--- src/sv/chha_pkg.sv ---
// Package for the calorimeter cell hit accumulator.
// Holds the shared types and constants; no dependencies.
package chha_pkg;
	localparam int MAX_CELLS_DEF = 63;
	localparam int ID_W = 14;
	localparam int DATA_W = 32;
	localparam int CNT_W = 6;
	localparam logic [17:0] MEV_SAT = 18'h3FFFF;

	localparam logic [1:0] KIND_ACK = 2'd0;
	localparam logic [1:0] KIND_REC = 2'd1;
	localparam logic [1:0] KIND_END = 2'd2;

	localparam logic FUNC_DEP = 1'b0;
	localparam logic FUNC_EOE = 1'b1;

	localparam logic REG_THR = 1'b0;
	localparam logic REG_MAXREC = 1'b1;

	typedef struct packed {
		logic func;
		logic bad;
		logic [ID_W-1:0] id;
		logic [DATA_W-1:0] energy;
		logic [DATA_W-1:0] tim;
	} item_t;
endpackage

--- src/sv/chha_front.sv ---
// Front end: accepts requests, checks bin ranges, forms the cell id and
// queues the classified item for the back end. Uses chha_pkg.
module chha_front (
	input logic clk,
	input logic arst_n,
	input logic start,
	input logic func,
	input logic signed [8:0] theta_index,
	input logic signed [8:0] phi_index,
	input logic [31:0] deposit_energy,
	input logic [31:0] hit_time,
	output logic busy,
	output chha_pkg::item_t head,
	output logic head_v,
	input logic pop
);
	import chha_pkg::*;

	item_t ent_q [2];
	logic wp_q, rp_q;
	logic [1:0] cnt_q;
	logic push;
	item_t in_item;

	assign busy = (cnt_q == 2'd2);
	assign push = start && !busy;
	assign head = ent_q[rp_q];
	assign head_v = (cnt_q != 2'd0);

	always_comb begin
		in_item.func = func;
		// A negative bin has bit 8 set; bit 7 set means above 127.
		in_item.bad = (theta_index[8:7] != 2'b00) || (phi_index[8:7] != 2'b00);
		in_item.id = {theta_index[6:0], phi_index[6:0]};
		in_item.energy = deposit_energy;
		in_item.tim = hit_time;
	end

	always_ff @(posedge clk) begin
		if (push) begin
			ent_q[wp_q] <= in_item;
		end
	end

	always_ff @(posedge clk or negedge arst_n) begin
		if (!arst_n) begin
			wp_q <= 1'b0;
			rp_q <= 1'b0;
			cnt_q <= 2'd0;
		end else begin
			if (push) begin
				wp_q <= ~wp_q;
			end
			if (pop) begin
				rp_q <= ~rp_q;
			end
			cnt_q <= cnt_q + {1'b0, push} - {1'b0, pop};
		end
	end
endmodule

--- config.mk ---
export PLATFORM = sky130hd
export DESIGN_NAME = chha_front
export DESIGN_NICKNAME = d
export VERILOG_FILES = /design/src/sv/chha_pkg.sv /design/src/sv/chha_front.sv
export SDC_FILE = /design/constraint.sdc
export NUM_CORES = 1
export LEC_CHECK = 0
export ABC_CLOCK_PERIOD_IN_PS = 5100
export BUFFER_PORTS_ARGS = -buffer_cell sky130_fd_sc_hd__buf_2
export CELL_PAD_IN_SITES_DETAIL_PLACEMENT = 0
export CELL_PAD_IN_SITES_GLOBAL_PLACEMENT = 1
export CORE_MARGIN = 2
export CORE_UTILIZATION = 25
export DETAILED_ROUTE_END_ITERATION = 6
export PLACE_DENSITY = 0.49
export SYNTH_ARGS = -nofsm -noshare
export SYNTH_HDL_FRONTEND = slang
export SYNTH_SLANG_ARGS = --single-unit
export TNS_END_PERCENT = 10
--- constraint.sdc ---
create_clock -name clk -period 5.1 [get_ports clk]
set_input_delay 0.51 -clock clk [delete_from_list [all_inputs] [get_ports clk]]
set_output_delay 0.51 -clock clk [all_outputs]
set_load 0.01 [all_outputs]
Word-level counts from Yosys, hierarchy flattened
Memories as Yosys holds them, arrays and structs flattened.
Index checks and enable logic that the tools add are counted.
{ "classes": {"n_eq_ne": 1, "n_reduce_logical": 6, "bitwise": 2, "n_mux": 2, "n_addsub": 2} }
{ "op_table": {"columns": ["op", "n"], "rows": [
  ["$reduce_bool A2 Y1", 3],
  ["$add A2 B1 Y2", 1],
  ["$eq A2 B2 Y1 const B", 1],
  ["$mux W1", 2],
  ["$not A1 Y1", 2],
  ["$sub A2 B1 Y2", 1],
  ["$logic_and A1 B1 Y1", 1],
  ["$logic_not A1 Y1", 1],
  ["$logic_or A1 B1 Y1", 1]
]} }
{ "totals": {"ramBits": 160, "ff_bits": 4, "in_bits": 87, "n_memories": 1} }
{ "memory_table": {"columns": ["name", "depth", "width", "read_ports", "rd_ports_with_merged_regs", "write_ports", "line_no", "text"], "rows": [
  ["ent_q", 2, 80, 1, 0, 1, "chha_front.sv:19", "item_t ent_q [2];"]
]} }

Logic depth before layout (Yosys ltp)
{ "logic_depth": {"word_depth": 5, "depth_mapped": 7, "depth_no_buf": 7} }

Worst setup path before layout
OpenSTA, ideal clock, no wires.
{ "synth_path": {"path_type": "in2reg", "startpoint": "in start", "endpoint": "mem ent_q[0][0] (netlist name), enable pin", "t_arrival_ps": 3940, "cell_stages": 2, "setup_time_ps": 519, "path_slack_ps": 641, "required_ps": 4581, "path_cell_list": "nand2_1 > nor2_1"} }
{ "synth_via": {"elab_chain_cells": 3} }
{ "synth_lines": {"columns": ["element", "line_no", "text"], "rows": [
  ["start, declared", "chha_front.sv:6", "input logic start,"],
  ["$logic_and A1 B1 Y1", "chha_front.sv:26", "assign push = start && !busy;"],
  ["$mux W1", "chha_front.sv:40", "if (push) begin"],
  ["$mux W1 (implied by the code)", "chha_front.sv:41", "ent_q[wp_q] <= in_item;"],
  ["end, declared", "chha_front.sv:19", null]
]} }
No other way between the ends.

==> results.yml <==
run_status:
  outcome: "complete, no violations"
min_path:
  hp-class: "input pin to flip-flop"
  hold_depth: 1
drt:
  firstDrtPassIters: 4
  wl_mm: 12.0
  vias: 3053
  drtIter0Drc: 101
  wl_met1_mm: 4.97
  top_layer: "met5"
  wl_met2_mm: 5.84
  wire_per_inst_um: 15.1
  wl_met3_um: 961
  drt-vias-per-instance: 3.85
  ant_nets: 0
  route.detailed.drc: 0
place:
  pre_cts_ws_ns: 2.83
  placed_cells_incl_taps: 761
  gp_congestion: 0.654
  port_buffers: 168
  hpwl_mm: 7.82
clocking:
  post_cts_resized: 0
  cts_buffer_depth: 2
  numCtsBuffers: 17
  clk_pin_slew_ns: 0.06
  clock_sink_count: 164
  cts-root-buf: "clkbuf_16"
  cts_tree: "done"
  worstSkewPairLatency_ns: 0.41
  cts_max_level: 4
sta:
  slew_violations: 0
  clock_skew_ns: 0.00974
  setup-tns-final_ns: 0
  period_share_pct: 49.8
  relSlewSlack_pct: 42.5
  rsz0062_at_grt: "false"
  fin_hold_ws_ns: 0.276
  worst_slew_pin_slew_ns: 0.863
  worst_slack_ns: 2.56
  hold_viol: 0
  fmax_mhz: 394
  setup_viol: 0
  min_period_ns: 2.54
worst_setup_path:
  crit_buf_inv: 2
  critPathSlowestCell: "buf_4"
  start_kind: "flip-flop"
  cp_data_arrival_time_ns: 2.03
  cp.depth: 3
  crit_chain: "buf_4 > mux2_4 > buf_2"
  cp.required_ns: 4.59
  slowest_delay_ns: 0.64
  cp_max_fo: 44
  end_kind: "output port"
  critPathKind: "flip-flop to output port"
  reg2regPathDepth: 3
  cpLargestDelayFamily: "buffers and inverters"
layout:
  num_antenna_cells: 0
  finalNetCount: 540
  finalNonFillerCells: 792
  drive_above_1_share_pct: 61.7
  layout_commonest_cell: "buf_2"
  areaGrowthSynthToFinish_pct: 27.2
  most-common-layout-cells: "buf_2 (168), edfxtp_1 (160), mux2_4 (79)"
yosys:
  ys_seq_elements: 164
  syn_nets: 356
  netlist_instances: 267
  synth_warnings: 0
  ys_types: 16
  syn_area_per_cell_um2: 23.9
  netlist_area_um2: 6370
  ys_seq_area_share_pct: 76.9
global_route:
  grt_pass1_wl_mm: 17.7
  grt_overflow: 0
  antenna_found_initial: 1
  grt_pass1_vias: 3219
  grt_start_max_net_pins: 52
  grt_usage_pct: 8.99
die:
  dieHeight_um: 164
  die_area_um2: 26800
  core_um2: 25100
  die_w_um: 164
  core.rowCount: 58
  ios: 169
  initial_utilization_pct: 25.4
power_and_ir_drop:
  powerDensity_nw_per_um2: 578
  leakagePower_uw: 0.00320
  vdd_drop_max_mv: 0.256
run:
  maxCapViolations: 0
## worst reg2reg max path: stages, from the launching register on
cell and delay, ns:
dfrtp_1 0.41, nand2b_1 0.12, and3_4 0.57, buf_4 0.66
## metal layers
layer,track usage (%),up-vias
met2,14.7,102
met4,4.19,2
met1,10.4,1516
li1,-,1421
met5,0,-
met3,3.48,12
## through the flow
step	util (%)	instance area [µm²]	total power, µW
2_1_floorplan	-	6370	3100
3_3_place_gp	29.9	7510	3470
3_5_place_dp	29.9	7510	3480
4_1_cts	32.3	8110	4800
5_1_grt	32.3	8110	4950
6_report	32.3	8110	4690
## Yosys cell counts
cell | instances | area share (%)
inv_1 | 2 | 0.12
mux2_2 | 1 | 0.18
xnor2_1 | 3 | 0.41
or2_2 | 1 | 0.098
nand2b_1 | 1 | 0.098
ha_1 | 2 | 0.39
mux2_4 | 79 | 19
nand2_1 | 1 | 0.059
nor2_1 | 1 | 0.059
buf_6 | 1 | 0.18
xor2_1 | 1 | 0.14
and3_1 | 1 | 0.098
edfxtp_1 | 160 | 75
dfrtp_1 | 4 | 1.6
buf_12 | 8 | 2.5
or4_1 | 1 | 0.12
## layout make-up
type	count	area, µm²
Fill cell	2516	17000
Clock inverter	12	156
Multi-Input combinational cell	92	1300
Inverter	2	7.51
Timing Repair Buffer	174	888
Tap cell	330	413
Sequential cell	164	4910
Clock buffer	18	429
## path summary, 6_finish.rpt
check | startpoint | to | slack, ns
worst max-delay path | rp_q | head[1] | 2.56
worst min-delay path | theta_index[0] | ent_q[1][71] | 0.28
worst max register to register | cnt_q[1] | ent_q[1][27] | 2.95
max in group asynchronous | arst_n | rp_q | 4.51
min in group asynchronous | arst_n | cnt_q[0] | 0.45
worst min register to register | cnt_q[0] | cnt_q[0] | 0.53
## what timing repair did
item,4_1_cts,5_1_grt
hold buffers,1,0
endpoints found under the hold margin,4,0
buffers inserted,0,0
## state kept, by name (all words and copies together), names as in the netlist
name	flops
wp_q	1
rp_q	1
cnt_q	2
ent_q	160
## power breakdown
group	switching (µW)	internal, µW
Sequential	72.8	1850
Clock	514	768
Combinational	748	741
Total	1340	3350
## logic make-up (layout without fill, tap and decap cells)
kind of cell / Yosys count / in the layout / share of synthesized area, %
flip-flops: 164 / 164 / 76.9
multiplexers: 80 / 80 / 18.8
buffers and inverters: 11 / 206 / 2.81
AND/OR/NAND/NOR: 6 / 6 / 0.530
XOR/XNOR: 4 / 4 / 0.550
adder cells (fa/ha/maj): 2 / 2 / 0.392
Note: power is estimated with default switching activity, not from simulation.
